--- config.mk ---
export PLATFORM = sky130hd
export DESIGN_NAME = expression_token_lexer_unit
export DESIGN_NICKNAME = d
export VERILOG_FILES = /design/src/hw/rtl/etl_pkg.sv /design/src/hw/rtl/etl_scan.sv /design/src/hw/rtl/etl_tokq.sv /design/src/hw/rtl/expression_token_lexer_unit.sv
export VERILOG_INCLUDE_DIRS = /design/src /design/src/hw/rtl
export SDC_FILE = /design/constraint.sdc
export NUM_CORES = 1
export LEC_CHECK = 0
export BUFFER_PORTS_ARGS = -buffer_cell sky130_fd_sc_hd__clkbuf_2
export CORE_UTILIZATION = 55
export CTS_BUF_LIST = sky130_fd_sc_hd__clkbuf_8
export CTS_CLUSTER_DIAMETER = 50
export DETAILED_ROUTE_END_ITERATION = 16
export PLACE_DENSITY = 0.72
export SLEW_MARGIN = 10
export SYNTH_ARGS = -nofsm -noshare
export SYNTH_HDL_FRONTEND = slang
export SYNTH_SLANG_ARGS = --single-unit
--- constraint.sdc ---
create_clock -name clk_i -period 7 [get_ports clk_i]
set_clock_uncertainty 0.05 [all_clocks]
set_input_delay 0.7 -clock clk_i [delete_from_list [all_inputs] [get_ports clk_i]]
set_output_delay 0.7 -clock clk_i [all_outputs]
set_load 0.05 [all_outputs]
--- src/hw/rtl/expression_token_lexer_unit_defines.svh ---
// ----------------------------------------------------------------------------
// expression token lexer assertion macros
// shared concurrent assertion helpers, clocked on clk_i, quiet in reset
// ----------------------------------------------------------------------------
`ifndef EXPRESSION_TOKEN_LEXER_UNIT_DEFINES_SVH
`define EXPRESSION_TOKEN_LEXER_UNIT_DEFINES_SVH

// same-cycle implication
`define ETL_ASSERT_NOW(lbl, ante, cons) \
  lbl: assert property (@(posedge clk_i) disable iff (!rst_ni) (ante) |-> (cons)) \
    else $error("etl: same-cycle check failed");

// next-cycle implication
`define ETL_ASSERT_NEXT(lbl, ante, cons) \
  lbl: assert property (@(posedge clk_i) disable iff (!rst_ni) (ante) |=> (cons)) \
    else $error("etl: next-cycle check failed");

`endif

--- src/hw/rtl/etl_pkg.sv ---
// ----------------------------------------------------------------------------
// etl_pkg
// types, codes and character constants of the expression token lexer
// ----------------------------------------------------------------------------
package etl_pkg;

  typedef enum logic [2:0] {
    MODE_IDLE = 3'd0,
    MODE_EQ   = 3'd1,
    MODE_BANG = 3'd2,
    MODE_STR  = 3'd3,
    MODE_INT  = 3'd4,
    MODE_ID   = 3'd5
  } scan_mode_e;

  typedef enum logic [4:0] {
    TK_MINUS    = 5'd0,
    TK_PLUS     = 5'd1,
    TK_SLASH    = 5'd2,
    TK_STAR     = 5'd3,
    TK_SEMI     = 5'd4,
    TK_RPAREN   = 5'd5,
    TK_LPAREN   = 5'd6,
    TK_EQUAL    = 5'd7,
    TK_EQEQ     = 5'd8,
    TK_NOTEQ    = 5'd9,
    TK_STRING   = 5'd10,
    TK_INTEGER  = 5'd11,
    TK_IDENT    = 5'd12,
    TK_FUNCTION = 5'd13,
    TK_END      = 5'd14,
    TK_BAD      = 5'd15,
    TK_UNTERM   = 5'd16
  } tok_kind_e;

  typedef struct packed {
    tok_kind_e    kind;
    logic [15:0]  start;
    logic [15:0]  length;
    logic [30:0]  value;
    logic [15:0]  line;
    logic [7:0]   bad;
  } tok_t;

  localparam int unsigned MaxTokens = 3;

  // tokens produced by one item, lowest index first
  typedef struct packed {
    logic [1:0]           cnt;
    tok_t [MaxTokens-1:0] tok;
  } tok_grp_t;

  localparam logic [30:0] VALUE_MAX = 31'h7fff_ffff;
  localparam logic [15:0] LINE_MAX  = 16'hffff;

  localparam logic [7:0] CH_MINUS  = 8'h2d;
  localparam logic [7:0] CH_PLUS   = 8'h2b;
  localparam logic [7:0] CH_SLASH  = 8'h2f;
  localparam logic [7:0] CH_STAR   = 8'h2a;
  localparam logic [7:0] CH_SEMI   = 8'h3b;
  localparam logic [7:0] CH_RPAREN = 8'h29;
  localparam logic [7:0] CH_LPAREN = 8'h28;
  localparam logic [7:0] CH_EQ     = 8'h3d;
  localparam logic [7:0] CH_BANG   = 8'h21;
  localparam logic [7:0] CH_QUOTE  = 8'h22;
  localparam logic [7:0] CH_SPACE  = 8'h20;
  localparam logic [7:0] CH_NL     = 8'h0a;
  localparam logic [7:0] CH_0      = 8'h30;
  localparam logic [7:0] CH_9      = 8'h39;
  localparam logic [7:0] CH_LO_A   = 8'h61;
  localparam logic [7:0] CH_LO_Z   = 8'h7a;
  localparam logic [7:0] CH_UP_A   = 8'h41;
  localparam logic [7:0] CH_UP_Z   = 8'h5a;
  localparam logic [7:0] CH_UNDER  = 8'h5f;

  function automatic logic is_digit(input logic [7:0] c);
    return (c >= CH_0) && (c <= CH_9);
  endfunction

  function automatic logic is_alpha(input logic [7:0] c);
    return ((c >= CH_LO_A) && (c <= CH_LO_Z)) ||
           ((c >= CH_UP_A) && (c <= CH_UP_Z)) || (c == CH_UNDER);
  endfunction

endpackage

--- src/hw/rtl/etl_scan.sv ---
// ----------------------------------------------------------------------------
// etl_scan
// scanner state registers and the single-pass token logic for one item
// ----------------------------------------------------------------------------
module etl_scan import etl_pkg::*; #(
  parameter int unsigned POSITION_BITS = 16
) (
  input  logic       clk_i,
  input  logic       rst_ni,
  input  logic       commit_i,
  input  logic [7:0] char_byte_i,
  input  logic       byte_present_i,
  input  logic       end_of_source_i,
  output tok_grp_t   grp_o
);

  localparam int unsigned PB = POSITION_BITS;

  scan_mode_e  mode_q, mode_d;
  logic [PB-1:0] pos_q, pos_d;
  logic [PB-1:0] org_q, org_d;
  logic [15:0] line_q, line_d;
  logic [30:0] acc_q, acc_d;

  tok_t [MaxTokens-1:0] toks;
  logic [1:0]  n;
  logic        do_idle;
  logic [7:0]  c;
  logic [7:0]  dig;
  logic [34:0] v;

  function automatic logic [15:0] to16(input logic [PB-1:0] x);
    logic [31:0] w;
    w = 32'(x);
    return w[15:0];
  endfunction

  function automatic tok_t mk_tok(input tok_kind_e k, input logic [PB-1:0] s,
                                  input logic [PB-1:0] l, input logic [30:0] val,
                                  input logic [15:0] ln, input logic [7:0] b);
    tok_t t;
    t.kind   = k;
    t.start  = to16(s);
    t.length = to16(l);
    t.value  = val;
    t.line   = ln;
    t.bad    = b;
    return t;
  endfunction

  always_comb begin
    mode_d  = mode_q;
    pos_d   = pos_q;
    org_d   = org_q;
    line_d  = line_q;
    acc_d   = acc_q;
    toks    = '0;
    n       = 2'd0;
    do_idle = 1'b0;
    c       = char_byte_i;
    dig     = c - CH_0;
    v       = 35'({acc_q, 3'b000}) + 35'({acc_q, 1'b0}) + 35'(dig);

    if (byte_present_i) begin
      // resolve whatever is pending against this byte
      unique case (mode_d)
        MODE_EQ: begin
          mode_d = MODE_IDLE;
          if (c == CH_EQ) begin
            toks[n] = mk_tok(TK_EQEQ, org_d, PB'(2), '0, line_d, '0);
            n = n + 2'd1;
          end else begin
            toks[n] = mk_tok(TK_EQUAL, org_d, PB'(1), '0, line_d, '0);
            n = n + 2'd1;
            do_idle = 1'b1;
          end
        end
        MODE_BANG: begin
          mode_d = MODE_IDLE;
          if (c == CH_EQ) begin
            toks[n] = mk_tok(TK_NOTEQ, org_d, PB'(2), '0, line_d, '0);
            n = n + 2'd1;
          end else begin
            toks[n] = mk_tok(TK_BAD, org_d, PB'(1), '0, line_d, CH_BANG);
            n = n + 2'd1;
            do_idle = 1'b1;
          end
        end
        MODE_STR: begin
          if (c == CH_QUOTE) begin
            toks[n] = mk_tok(TK_STRING, org_d + PB'(1), pos_d - org_d - PB'(1),
                             '0, line_d, '0);
            n = n + 2'd1;
            mode_d = MODE_IDLE;
          end else if (c == CH_NL) begin
            if (line_d != LINE_MAX) line_d = line_d + 16'd1;
          end
        end
        MODE_INT: begin
          if (is_digit(c)) begin
            acc_d = (v > 35'(VALUE_MAX)) ? VALUE_MAX : v[30:0];
          end else begin
            toks[n] = mk_tok(TK_INTEGER, org_d, pos_d - org_d, acc_d, line_d, '0);
            n = n + 2'd1;
            mode_d = MODE_IDLE;
            do_idle = 1'b1;
          end
        end
        MODE_ID: begin
          if (!(is_alpha(c) || is_digit(c))) begin
            toks[n] = mk_tok((c == CH_LPAREN) ? TK_FUNCTION : TK_IDENT, org_d,
                             pos_d - org_d, '0, line_d, '0);
            n = n + 2'd1;
            mode_d = MODE_IDLE;
            do_idle = 1'b1;
          end
        end
        default: begin
          mode_d  = MODE_IDLE;
          do_idle = 1'b1;
        end
      endcase

      // scan the byte from idle
      if (do_idle) begin
        org_d = pos_d;
        unique case (c)
          CH_MINUS: begin
            toks[n] = mk_tok(TK_MINUS, org_d, PB'(1), '0, line_d, '0);
            n = n + 2'd1;
          end
          CH_PLUS: begin
            toks[n] = mk_tok(TK_PLUS, org_d, PB'(1), '0, line_d, '0);
            n = n + 2'd1;
          end
          CH_SLASH: begin
            toks[n] = mk_tok(TK_SLASH, org_d, PB'(1), '0, line_d, '0);
            n = n + 2'd1;
          end
          CH_STAR: begin
            toks[n] = mk_tok(TK_STAR, org_d, PB'(1), '0, line_d, '0);
            n = n + 2'd1;
          end
          CH_SEMI: begin
            toks[n] = mk_tok(TK_SEMI, org_d, PB'(1), '0, line_d, '0);
            n = n + 2'd1;
          end
          CH_RPAREN: begin
            toks[n] = mk_tok(TK_RPAREN, org_d, PB'(1), '0, line_d, '0);
            n = n + 2'd1;
          end
          CH_LPAREN: begin
            toks[n] = mk_tok(TK_LPAREN, org_d, PB'(1), '0, line_d, '0);
            n = n + 2'd1;
          end
          CH_EQ:    mode_d = MODE_EQ;
          CH_BANG:  mode_d = MODE_BANG;
          CH_QUOTE: mode_d = MODE_STR;
          CH_SPACE: ;
          CH_NL: begin
            if (line_d != LINE_MAX) line_d = line_d + 16'd1;
          end
          default: begin
            if (is_digit(c)) begin
              acc_d  = 31'(dig);
              mode_d = MODE_INT;
            end else if (is_alpha(c)) begin
              mode_d = MODE_ID;
            end else begin
              toks[n] = mk_tok(TK_BAD, org_d, PB'(1), '0, line_d, c);
              n = n + 2'd1;
            end
          end
        endcase
      end
      pos_d = pos_d + PB'(1);
    end

    if (end_of_source_i) begin
      // flush the pending token, then close with an end token if fewer than three
      unique case (mode_d)
        MODE_EQ: begin
          toks[n] = mk_tok(TK_EQUAL, org_d, PB'(1), '0, line_d, '0);
          n = n + 2'd1;
        end
        MODE_BANG: begin
          toks[n] = mk_tok(TK_BAD, org_d, PB'(1), '0, line_d, CH_BANG);
          n = n + 2'd1;
        end
        MODE_STR: begin
          toks[n] = mk_tok(TK_UNTERM, org_d + PB'(1), pos_d - org_d - PB'(1),
                           '0, line_d, '0);
          n = n + 2'd1;
        end
        MODE_INT: begin
          toks[n] = mk_tok(TK_INTEGER, org_d, pos_d - org_d, acc_d, line_d, '0);
          n = n + 2'd1;
        end
        MODE_ID: begin
          toks[n] = mk_tok(TK_IDENT, org_d, pos_d - org_d, '0, line_d, '0);
          n = n + 2'd1;
        end
        default: ;
      endcase
      if (n != 2'd3) toks[n] = mk_tok(TK_END, pos_d, '0, '0, line_d, '0);
      n = n + 2'd1;
      mode_d = MODE_IDLE;
      pos_d  = '0;
      org_d  = '0;
      line_d = 16'd1;
      acc_d  = '0;
    end
  end

  assign grp_o.cnt = n;
  assign grp_o.tok = toks;

  always_ff @(posedge clk_i or negedge rst_ni) begin
    if (!rst_ni) begin
      mode_q <= MODE_IDLE;
      pos_q  <= '0;
      org_q  <= '0;
      line_q <= 16'd1;
      acc_q  <= '0;
    end else if (commit_i) begin
      mode_q <= mode_d;
      pos_q  <= pos_d;
      org_q  <= org_d;
      line_q <= line_d;
      acc_q  <= acc_d;
    end
  end

endmodule

--- src/hw/rtl/etl_tokq.sv ---
// ----------------------------------------------------------------------------
// etl_tokq
// result register for one item's tokens, sent one per cycle while out_ready_i
// ----------------------------------------------------------------------------
module etl_tokq import etl_pkg::*; (
  input  logic     clk_i,
  input  logic     rst_ni,
  input  logic     load_i,
  input  tok_grp_t grp_i,
  output logic     free_o,
  output logic     out_valid_o,
  input  logic     out_ready_i,
  output tok_t     head_o,
  output logic     last_o
);

  logic [1:0]           cnt_q, cnt_d;
  tok_t [MaxTokens-1:0] tok_q, tok_d;
  logic                 take;

  assign take        = out_valid_o && out_ready_i;
  assign out_valid_o = (cnt_q != 2'd0);
  assign last_o      = (cnt_q == 2'd1);
  assign free_o      = (cnt_q == 2'd0) || (last_o && out_ready_i);
  assign head_o      = tok_q[0];

  always_comb begin
    cnt_d = cnt_q;
    tok_d = tok_q;
    if (load_i) begin
      cnt_d = grp_i.cnt;
      tok_d = grp_i.tok;
    end else if (take) begin
      cnt_d    = cnt_q - 2'd1;
      tok_d[0] = tok_q[1];
      tok_d[1] = tok_q[2];
    end
  end

  always_ff @(posedge clk_i or negedge rst_ni) begin
    if (!rst_ni) begin
      cnt_q <= 2'd0;
    end else begin
      cnt_q <= cnt_d;
    end
  end

  always_ff @(posedge clk_i) begin
    tok_q <= tok_d;
  end

endmodule

--- src/hw/rtl/expression_token_lexer_unit.sv ---
// ----------------------------------------------------------------------------
// expression_token_lexer_unit
// streaming lexer: source bytes in, operator, string, integer, identifier,
// function, end and error tokens out
// ----------------------------------------------------------------------------
//  channel  direction  handshake                  payload
//  in       sink       in_valid_i / in_ready_o    char_byte, byte_present,
//                                                 end_of_source
//  out      source     out_valid_o / out_ready_i  token_kind .. last_of_run
//
//  an item is held in the input register, then its tokens are built
//  in one pass and loaded into the result register (up to three tokens)
//  the result register hands out one token per cycle while out_ready_i
//  is high, so an item holds it until its last token is taken; items
//  making none or one token flow at one per cycle while out_ready_i is high
//  a new item is taken while the last token of the previous one is taken
//  reset clears scanner state to idle, offset 0, line 1; no clearing pass
//  stalls on out back up into the input register and then to in_ready_o
// ----------------------------------------------------------------------------
`include "expression_token_lexer_unit_defines.svh"

module expression_token_lexer_unit import etl_pkg::*; #(
  parameter int unsigned POSITION_BITS = 16
) (
  input  logic        clk_i,
  input  logic        rst_ni,
  input  logic        in_valid_i,
  output logic        in_ready_o,
  input  logic [7:0]  char_byte_i,
  input  logic        byte_present_i,
  input  logic        end_of_source_i,
  output logic        out_valid_o,
  input  logic        out_ready_i,
  output logic [4:0]  token_kind_o,
  output logic [15:0] token_start_o,
  output logic [15:0] token_length_o,
  output logic [30:0] int_value_o,
  output logic [15:0] line_number_o,
  output logic [7:0]  bad_byte_o,
  output logic        last_of_run_o
);

  // input register
  logic       in_vld_q;
  logic [7:0] char_q;
  logic       present_q;
  logic       eos_q;

  logic       commit;
  logic       grp_free;
  tok_grp_t   grp;
  tok_t       head;

  // item leaves the input register once the result register can take its tokens
  assign commit     = in_vld_q && grp_free;
  assign in_ready_o = !in_vld_q || commit;

  always_ff @(posedge clk_i or negedge rst_ni) begin
    if (!rst_ni) begin
      in_vld_q <= 1'b0;
    end else if (in_ready_o) begin
      in_vld_q <= in_valid_i;
    end
  end

  always_ff @(posedge clk_i) begin
    if (in_ready_o && in_valid_i) begin
      char_q    <= char_byte_i;
      present_q <= byte_present_i;
      eos_q     <= end_of_source_i;
    end
  end

  // scanner: mode, offsets, line counter, integer accumulator
  etl_scan #(
    .POSITION_BITS(POSITION_BITS)
  ) u_scan (
    .clk_i          (clk_i),
    .rst_ni         (rst_ni),
    .commit_i       (commit),
    .char_byte_i    (char_q),
    .byte_present_i (present_q),
    .end_of_source_i(eos_q),
    .grp_o          (grp)
  );

  // result register, drained one token per cycle while out_ready_i is high
  etl_tokq u_tokq (
    .clk_i      (clk_i),
    .rst_ni     (rst_ni),
    .load_i     (commit),
    .grp_i      (grp),
    .free_o     (grp_free),
    .out_valid_o(out_valid_o),
    .out_ready_i(out_ready_i),
    .head_o     (head),
    .last_o     (last_of_run_o)
  );

  assign token_kind_o   = head.kind;
  assign token_start_o  = head.start;
  assign token_length_o = head.length;
  assign int_value_o    = head.value;
  assign line_number_o  = head.line;
  assign bad_byte_o     = head.bad;

  // a stalled input always has tokens waiting ahead of it
  `ETL_ASSERT_NOW(a_stall_has_output, !in_ready_o, out_valid_o)
  // the end token closes the run of its item
  `ETL_ASSERT_NOW(a_end_is_last, out_valid_o && (token_kind_o == TK_END), last_of_run_o)
  // tokens of one item follow each other without a gap
  `ETL_ASSERT_NEXT(a_run_continues, out_valid_o && out_ready_i && !last_of_run_o,
                   out_valid_o)

endmodule
==> Yosys cells after proc, flatten, opt, wreduce, memory -nomap -nowiden <==
Cells that the tools add are included.
{ "word_totals": {"register_bits": 371, "latch_bits": 0, "ramBits": 0, "mem_bits_ro": 0, "input_bits": 14, "output_inout_bits": 95, "wordCells": 201, "memories": 0} }
{ "op_classes": {"add_sub_neg": 16, "mul": 0, "div_mod_pow": 0, "n_lt_le_gt_ge": 13, "eq_ne": 27, "shift": 0, "n_mux": 92, "bitwise": 0, "reduce_logical": 25} }
{ "op_table": {"columns": ["op", "n"], "rows": [
  ["276-bit bitwise mux", 14],
  ["276-bit case mux with 8 select lines", 1],
  ["276-bit two-way mux", 7],
  ["276-bit case mux with 5 select lines", 1],
  ["92-bit demux with 2-bit select", 3],
  ["92-bit two-way mux", 5],
  ["92-bit case mux with 5 select lines", 1],
  ["184-bit two-way mux", 2],
  ["91-bit two-way mux", 3],
  ["31-bit two-way mux", 8],
  ["16-bit two-way mux", 15],
  ["90-bit two-way mux", 1],
  ["8-bit by 6-bit equality test with 1-bit output (second input constant)", 11],
  ["16-bit by 1-bit adder with 16-bit output (second input constant)", 5],
  ["34-bit by 32-bit adder with 35-bit output", 1],
  ["35-bit by 8-bit adder with 35-bit output", 1],
  ["35-bit by 31-bit > comparator with 1-bit output (second input constant)", 1],
  ["16-bit inequality test (second input constant)", 2],
  ["16-bit by 1-bit subtractor with 16-bit output (second input constant)", 2],
  ["16-bit subtractor", 2],
  ["3-bit two-way mux", 8],
  ["2-bit two-way mux", 10],
  ["8-bit by 7-bit greater-or-equal comparator with 1-bit output (second input constant)", 2],
  ["8-bit by 7-bit <= comparator with 1-bit output (second input constant)", 2],
  ["30 further kinds", 65]
]} }

==> Logic depth before layout (Yosys ltp) <==
Gate-level depths: netlist (run 1).
{ "depth": {"word_depth": 25, "ltp_mapped": 29, "mapped_depth_nobuf": 27} }

==> Cells and area by module <==
A second synthesis (run 1) with hierarchy kept.
{ "hier_totals": {"hier_cells": 2981, "hier_area_um2": 27821.7} }
{ "modules_own_cells": {"columns": ["mod", "n_inst", "cells_each", "area_per_inst_um2"], "rows": [
  ["etl_scan", 1, 2375, 15696.3],
  ["etl_tokq", 1, 591, 11765.0],
  ["expression_token_lexer_unit", 1, 15, 360.3]
]} }

==> Least setup slack after synthesis (run 1) <==
No wires, ideal clock.
{ "synth_path": {"path_type": "reg2reg", "from": "register char_q[4]", "to": "register u_tokq.tok_q[162] (netlist bit), data pin", "arrival_time_ns": 5.944, "path_slack_ns": 0.733, "stages_incl_launch_ff": 27, "path_buffers": 5, "period_less_slack_ns": 6.267, "path_cell_list": "edfxtp_1 > ha_1 > nor3b_1 > and4_1 > buf_2 > o21ai_2 > nand2b_2 > buf_6 > o21ai_2 > buf_6 > buf_1 > clkbuf_1 > nor2_1 > a21oi_1 > inv_1 > ha_1 > fa_1 > inv_1 > a21o_1 > o221ai_2 > a2111oi_1 > nor4_2 > nor3b_2 > o2111ai_1 > or4_1 > nand4_1 > o211ai_1"} }
{ "synth_rtl": {"columns": ["element", "line_no", "text"], "rows": [
  ["from (decl)", "expression_token_lexer_unit.sv:45", "logic [7:0] char_q;"],
  ["from (signal assigned)", "expression_token_lexer_unit.sv:68", "char_q <= char_byte_i;"],
  ["to (signal assigned)", "etl_tokq.sv:49", "tok_q <= tok_d;"],
  ["to (decl)", "etl_tokq.sv:18", "tok_t [MaxTokens-1:0] tok_q, tok_d;"]
]} }

==> results of run 1 <==
## synth_stat cells, drive strengths merged (45+ instances only)
master / count / area, sq um
nand2: 327 / 1227
edfxtp: 279 / 8378
ha: 109 / 1364
inv: 111 / 416.7
o22ai: 67 / 419.2
o21ai: 284 / 1429
a21o: 45 / 345.3
nand3: 81 / 420.4
xnor2: 82 / 725.7
nor3: 78 / 410.4
dfrtp: 84 / 2102
a22oi: 88 / 665.6
clkbuf: 171 / 641.9
a21oi: 191 / 955.9
nor2: 307 / 1160
buf: 131 / 898.4
## what timing repair did
item	in CTS	in global routing
endpoints found under the hold margin	0	0
setup endpoints to repair	0	30
buffers inserted	0	2
gates resized for setup	0	5
hold buffers	0	0
## path summary, 6_finish.rpt
path,cells after the start,slack [ns],endpoint,start
hold reg to reg,2,0.47,u_tokq.head_o[17],u_tokq.tok_q[109]
hold / removal,1,0.05,u_tokq.cnt_q[0],rst_ni
setup reg to reg,21,0.27,u_tokq.head_o[68],char_q[5]
setup / recovery,21,0.27,u_tokq.head_o[68],char_q[5]
max in group asynchronous,2,5.62,u_scan.org_q[7],rst_ni
min in group clk_i,1,0.13,eos_q,end_of_source_i
## kinds of logic (layout without fill, tap and decap cells)
kind of cell	count (synthesis)	after routing	synth area share
xor gates and xnor gates	121	121	0.03943
adders and majority gates	117	117	0.05591
muxes	42	42	0.01593
AOI/OAI and AO/OA	1041	1041	0.2544
and+or+nand+nor	1016	1016	0.1768
DFF	364	364	0.3854
buffers and inverters	415	447	0.07207
## cell type report
cell class	count	area (sq um)	area share
clock buffers	71	977.2	0.03335
repair buffers	209	1318	0.04497
multi-input cells	2337	14860	0.5072
inverters	113	429.2	0.01465
clock inverters	54	379.1	0.01294
well taps	664	830.8	0.02836
flip-flops and latches	364	10510	0.3586
## sequential cells by signal (all words and copies together), names as in the netlist
register,flops
u_scan.line_q,16
u_scan.mode_q,3
in_vld_q,1
eos_q,1
char_q,8
present_q,1
u_scan.org_q,16
u_scan.acc_q,31
u_tokq.cnt_q,2
u_tokq.head_o,92
u_scan.pos_q,16
u_tokq.tok_q,177
## critical path, cell delays in order, from the launching register on
cell and delay, ns:
sky130_fd_sc_hd__edfxtp_1 0.59, sky130_fd_sc_hd__ha_1 0.39, sky130_fd_sc_hd__nor3b_1 0.33, sky130_fd_sc_hd__and4_1 0.49, sky130_fd_sc_hd__o21ai_2 0.15, sky130_fd_sc_hd__nand2b_2 0.42, sky130_fd_sc_hd__o21ai_4 0.46, sky130_fd_sc_hd__nor2_1 0.09
sky130_fd_sc_hd__a21oi_1 0.17, sky130_fd_sc_hd__inv_1 0.11, sky130_fd_sc_hd__ha_1 0.23, sky130_fd_sc_hd__fa_1 0.47, sky130_fd_sc_hd__inv_1 0.07, sky130_fd_sc_hd__a21o_1 0.16, sky130_fd_sc_hd__o221ai_2 0.22, sky130_fd_sc_hd__a2111oi_1 0.57
sky130_fd_sc_hd__nor4_2 0.14, sky130_fd_sc_hd__nor3b_2 0.33, sky130_fd_sc_hd__o2111ai_1 0.24, sky130_fd_sc_hd__xnor2_1 0.45, sky130_fd_sc_hd__nand4_1 0.18, sky130_fd_sc_hd__a22oi_1 0.24
## routing by layer
metal | global-route usage | share of wire
met2 | 0.5609 | 0.43
met5 | 0 | 0.00013
met4 | 0.1426 | 0.034
met3 | 0.1114 | 0.12
met1 | 0.5303 | 0.42
## per-stage QoR
step / hold WS [ns] / instance area (sq um) / worst slack, ns / util
2_1_floorplan: 0.3544 / 27260 / 0.7328 / -
3_3_place_gp: 0.4510 / 27900 / 0.3238 / 0.5699
3_5_place_dp: 0.4609 / 27900 / 0.2433 / 0.5699
4_1_cts: 0.03083 / 29260 / 0.1964 / 0.5977
5_1_grt: 0.05523 / 29300 / 0.02363 / 0.5985
6_report: 0.05017 / 29300 / 0.2711 / 0.5985
==> results.md, run 1 <==
Cells and area:
- The filler cells instantiated in the layout total between 4000 and 5000.
- The most common cell after layout, fill and taps aside is sky130_fd_sc_hd__nand2_1.
- In the final layout, the share of cells above drive strength 1 is 0.1233.
- The antenna diode instance count is 0.
- The number of standard cells in the final layout excluding fillers is 3812.
- For this run, the post-layout net count is between 3000 and 4000.
- The area overhead of the layout relative to synthesis is 7.492%.
- In the layout the commonest cells are 327 x sky130_fd_sc_hd__nand2_1, 303 x sky130_fd_sc_hd__nor2_1, 279 x sky130_fd_sc_hd__edfxtp_1, 271 x sky130_fd_sc_hd__o21ai_0, 190 x sky130_fd_sc_hd__a21oi_1.

Synthesis:
- The number of nets in the synthesized netlist is 3247.
- The distinct cell type count of the synthesized netlist is 113.
- The proportion of synthesized chip area in sequential cells is 0.3854.
- After synthesis, the share of flip-flops with an asynchronous set or reset is 0.2335.
- Among all flip-flop cells after synthesis, the most frequent one is sky130_fd_sc_hd__edfxtp_1.
- Yosys mapped a number of flops with a built-in enable equal to 279.
- The mapped netlist covers 27260 sq um.
- For this run, the number of Yosys warnings is 0.
- Synthesis inferred 364 register bits.
- The average footprint of a synthesized cell is 8.748 sq um.
- The post-synthesis instance total is ~3100.

Job:
- The max-cap violation count is 0.

Place:
- The number of cells after detailed placement is 3685.
- During placement, the flow inserted port buffers numbering 108.
- The global placement routability congestion is between 1 and 1.5.
- After legalization and detailed placement, the total HPWL measured ~68000 microns.

STA:
- The clock period could shrink to 6.729 ns.
- The final hold violation count came to 0.
- The headroom to the max-slew limit is 0.1784.
- The final worst-path cycle share is 0.9613.
- Setup repair after global routing left no endpoint under its margin.
- The count of final max-slew check failures is 0.
- The transition time at the pin with the least slew margin is 1.228 ns.
- Adding up every negative setup slack in the final design gives 0 ns.
- Setup violations remaining at the end of the flow were counted as 0.
- The maximum frequency from static timing analysis is between 100 and 150 MHz.

Status:
- The flow ran to the end, and the final reports show no timing, DRC or antenna violations.

Clock tree:
- Clock tree synthesis selected as its root buffer the cell sky130_fd_sc_hd__clkbuf_8.
- Clock tree synthesis inserted a total of 68 buffers.
- The later-pin clock latency in the skew report is 0.70 ns.
- After clock tree synthesis, the clock-pin slew on the worst setup and hold paths is 0.07 ns.
- TritonCTS built the clock tree.
- The H-tree depth is 3.
- The clock passes through at most 3 buffers.
- Clock tree synthesis found a total of 364 sinks.

Global route:
- Entering global routing, the biggest net connects ~100 pins.
- The combined global-route utilization of all metal layers is 0.3816.
- The first global-routing pass estimated approximately 150000 microns of wire.
- For this run the aggregate overflow at the end of global routing stands at 0.
- The initial antenna violation count is 3.
- The number of global-route vias before repair was 24310.

Drt:
- Once detail routing completed, the nets flagged for antenna violations numbered 0.
- The number of detailed-routing iterations run before antenna repair is 6.
- The via count is 25840.
- The average wire length per cell after detail routing is 25.61 microns.
- The count of unresolved DRC violations after routing is 0.
- For this block, the routed nets add up to 97620 microns of wire.
- In the routed layout, each cell is associated on average with a via count of 6.778.
- The first routing iteration left 3300 violations.

Critical path:
- STA puts the critical path data required time at about 7.4 ns.
- STA classifies the critical path startpoint as a flip-flop.
- The type of the worst setup path is flip-flop to flip-flop.
- The sort of element at the end of the critical path is a flip-flop.
- Data arrives at the worst endpoint at 7.17 ns.
- The highest fanout seen on the critical path is 9.

Floorplan:
- The horizontal extent of the die is between 200 and 250 microns.
- The area of the die is 50450 sq um.
- The die height is 224.6 microns.
- The starting utilization of the core area is 0.5568.
- The count of pins on the block boundary is 109.
- The area inside the core boundary is 48950 sq um.
- After floorplanning, the core was divided into roughly 80 placement rows.

Worst hold path:
- The class of the tightest hold or removal check is primary input to async pin.
Power of run 1 is not shown: default switching activity piles up to over one toggle a cycle in this logic, so the estimate is an artifact.
==> run 2: changes to the inputs <==
--- a/config.mk
+++ b/config.mk
@@ -11,6 +11,7 @@
 export CTS_BUF_LIST = sky130_fd_sc_hd__clkbuf_8
 export CTS_CLUSTER_DIAMETER = 50
 export DETAILED_ROUTE_END_ITERATION = 16
+export MAX_ROUTING_LAYER = met4
 export PLACE_DENSITY = 0.72
 export SLEW_MARGIN = 10
 export SYNTH_ARGS = -nofsm -noshare
==> constraint.sdc (replaced) <==
create_clock -name clk_i -period 8.4 [get_ports clk_i]
set_clock_uncertainty 0.05 [all_clocks]
set_input_delay 0.84 -clock clk_i [delete_from_list [all_inputs] [get_ports clk_i]]
set_output_delay 0.84 -clock clk_i [all_outputs]
set_load 0.05 [all_outputs]
==> results.md, run 2 (same netlist as run 1, synthesis figures left out) <==
Cells and area:
- The most common cell after layout, fill and taps aside is sky130_fd_sc_hd__nand2_1.
- The number of fill cells in the layout was 4331 (-1.3%).
- The multi-input combinational cell area was 14840 sq um (-0.16%).
- Relative to the synthesized area, the layout overhead comes to 6.458%.
- The number of flip-flops under the largest register name was 177 (unchanged).
- The total area of sequential cells is 10510 sq um (unchanged).
- The fraction of layout instances using a drive strength above 1 is 0.1147 (-0.008546).
- The post-layout net count is 3197 (-0.84%).
- In the layout the commonest cells are 327 x sky130_fd_sc_hd__nand2_1, 304 x sky130_fd_sc_hd__nor2_1, 279 x sky130_fd_sc_hd__edfxtp_1, 271 x sky130_fd_sc_hd__o21ai_0, 191 x sky130_fd_sc_hd__a21oi_1.
- The register with the most flip-flops in the final layout is u_tokq.tok_q.
- The final non-filler cell area is 29020 sq um (-0.96%).

Clock tree:
- The number of setup buffers added after CTS is 0 (unchanged).
- The H-tree depth is 3 (unchanged).
- The maximum clock path buffer count is 3 (unchanged).
- The later-pin clock latency in the skew report came to 0.68 ns (-0.02 ns).
- Clock tree synthesis selected as its root buffer the cell sky130_fd_sc_hd__clkbuf_8.
- The number of buffers created by CTS is 69 (+1.5%).
- The TritonCTS sink count is 364 (unchanged).
- The number of instances resized during post-cts repair is 0 (unchanged).
- The CTS tree is yes.
- The clock-pin slew on the worst setup and hold paths is 0.06 ns (about the same).
- The total of hold buffers inserted after clock tree synthesis is 0 (unchanged).

STA:
- The headroom to the max-slew limit was 0.1561 (-0.02229).
- The transition time at the pin with the least slew margin is 1.266 ns (+0.03797 ns).
- The number of endpoints failing setup at the final stage is 0 (unchanged).
- The final hold violation count came to 0 (unchanged).
- The minimum period implied by the final worst setup slack was 7.900 ns (+1.171 ns).
- The maximum frequency from static timing analysis is 126.6 MHz (-15%).
- The final worst-path cycle share came to 0.9405 (-0.02079).
- The count of final max-slew check failures came to 0 (unchanged).
- Setup repair after global routing left no endpoint under its margin.
- The final setup TNS is 0 ns (unchanged).

Drt:
- The average via count per standard cell is 6.720 (-0.85%).
- The remaining number of nets flagged by the antenna check after routing is 0 (unchanged).
- The via count was 25460 (-1.5%).
- The average wire length per cell after detail routing is 25.37 microns (-0.91%).
- The number of detailed-routing iterations run before antenna repair is 6 (unchanged).
- The detailed-route wire length was 96140 microns (-1.5%).
- The count of unresolved DRC violations after routing is 0 (unchanged).
- The initial DRC count was 3449 (+4.5%).

Place:
- The count of input and output buffers was 108 (unchanged).
- The placed cell area was 27690 sq um (-0.74%).
- The global placement routability congestion is 1.030 (+1.9%).
- The half-perimeter wire length after detailed placement came to 67470 microns (-0.32%).

Global route:
- The wire length of the first global-routing pass is 143800 microns (-2.2%).
- The combined global-route utilization of all metal layers is 0.3843 (+0.002707).
- The initial antenna violation count is 5 (+2).
- The pin count of the biggest net entering global routing was 115 (+14%).
- The remaining global-route overflow is 0 (unchanged).
- The number of global-route vias before repair is 23800 (-2.1%).

Status:
- The run finished with clean final reports.

Floorplan:
- The area of the die is 50450 sq um (unchanged).
- The area inside the core boundary is 48950 sq um (unchanged).
- The starting utilization of the core area is 0.5568 (unchanged).
- The placement row count is 81 (unchanged).
- The horizontal extent of the die is 224.6 microns (unchanged).
- The die height is 224.6 microns (unchanged).
- The count of pins on the block boundary was 109 (unchanged).

Critical path:
- The sort of element at the end of the critical path is a flip-flop.
- The worst stage delay on the critical path is 0.58 ns (about the same).
- The largest individual stage delay along the critical path comes from the cell sky130_fd_sc_hd__edfxtp_1.
- The worst reg-to-reg setup slack is 0.50 ns (+0.23 ns).
- The highest fanout seen on the critical path is 16 (+7).
- STA classifies the critical path startpoint as a flip-flop.
- The data arrival time of the critical path is 8.25 ns (+1.08 ns).
- The type of the worst setup path is flip-flop to flip-flop.
- Among the stages of the critical path, the cell type that occurs most often is sky130_fd_sc_hd__ha_1.
- On the critical path the largest part of the delay comes from compound AO/OA/AOI/OAI gates.
- The endpoint required time on the critical path is 8.75 ns (+1.31 ns).
- The count of buffering cells on the critical path with inverters included is 5 (+3).

Worst hold path:
- The class of the tightest hold or removal check is primary input to async pin.

Job:
- The max-cap violation count is 0 (unchanged).
-- run 2: worst reg2reg max path: stages, from the launching register on --
cell,delay [ns]
sky130_fd_sc_hd__edfxtp_1,0.58
sky130_fd_sc_hd__ha_1,0.39
sky130_fd_sc_hd__or3b_1,0.43
sky130_fd_sc_hd__a31o_1,0.27
sky130_fd_sc_hd__nand3_2,0.19
sky130_fd_sc_hd__nand3_1,0.17
sky130_fd_sc_hd__a21oi_1,0.56
sky130_fd_sc_hd__clkinv_1,0.51
sky130_fd_sc_hd__ha_1,0.42
sky130_fd_sc_hd__a31oi_1,0.13
sky130_fd_sc_hd__nor2_1,0.06
sky130_fd_sc_hd__o311a_1,0.43
sky130_fd_sc_hd__inv_1,0.11
sky130_fd_sc_hd__ha_1,0.23
sky130_fd_sc_hd__nand2_1,0.06
sky130_fd_sc_hd__a21boi_0,0.34
sky130_fd_sc_hd__inv_1,0.12
sky130_fd_sc_hd__ha_1,0.26
sky130_fd_sc_hd__nor2b_1,0.53
sky130_fd_sc_hd__nor2_1,0.21
sky130_fd_sc_hd__a21oi_1,0.47
sky130_fd_sc_hd__nor4_4,0.08
sky130_fd_sc_hd__buf_4,0.21
sky130_fd_sc_hd__a21o_1,0.42
sky130_fd_sc_hd__a222oi_1,0.37
sky130_fd_sc_hd__inv_1,0.07
-- run 2: final timing paths --
| check | from | end | depth (start not counted) |
|---|---|---|---|
| min in group clk_i | end_of_source_i | eos_q | 1 |
| max reg2reg | char_q[4] | u_tokq.head_o[34] | 25 |
| max in group asynchronous | rst_ni | u_scan.org_q[2] | 2 |
| min reg2reg | u_tokq.tok_q[105] | u_tokq.head_o[13] | 2 |
| min | rst_ni | u_tokq.cnt_q[0] | 1 |
| max | char_q[4] | u_tokq.head_o[34] | 25 |
-- run 2: final cells by class --
cell class | instances | area share
clock inverters | 50 | 0.009270
well taps | 664 | 0.02863
flip-flops and latches | 364 | 0.3621
diodes | 4 | 0.0003449
multi-input cells | 2337 | 0.5113
repair buffers | 181 | 0.03760
clock buffers | 76 | 0.03605
inverters | 113 | 0.01479
-- run 2: stage by stage --
step	cells	setup WS (ns)	utilization	hold slack, ns
floorplan	3116	2.133	-	0.4424
global placement	3659	1.167	0.5657	0.4474
detailed placement	3659	0.7344	0.5657	0.4580
CTS	3785	0.7560	0.5926	0.1863
global route	3789	0.2418	0.5928	0.2211
finish	3789	0.5000	0.5928	0.2063
-- run 2: metal layers --
layer / vias up / wire (microns) / GRT usage
met5: - / 0 / -
met4: 0 / 2717 / 0.1178
met3: 226 / 11550 / 0.1091
met2: 1541 / 41390 / 0.5457
met1: 12270 / 40480 / 0.5289
li1: 11420 / - / -
Power of run 2 is left out for the same reason.
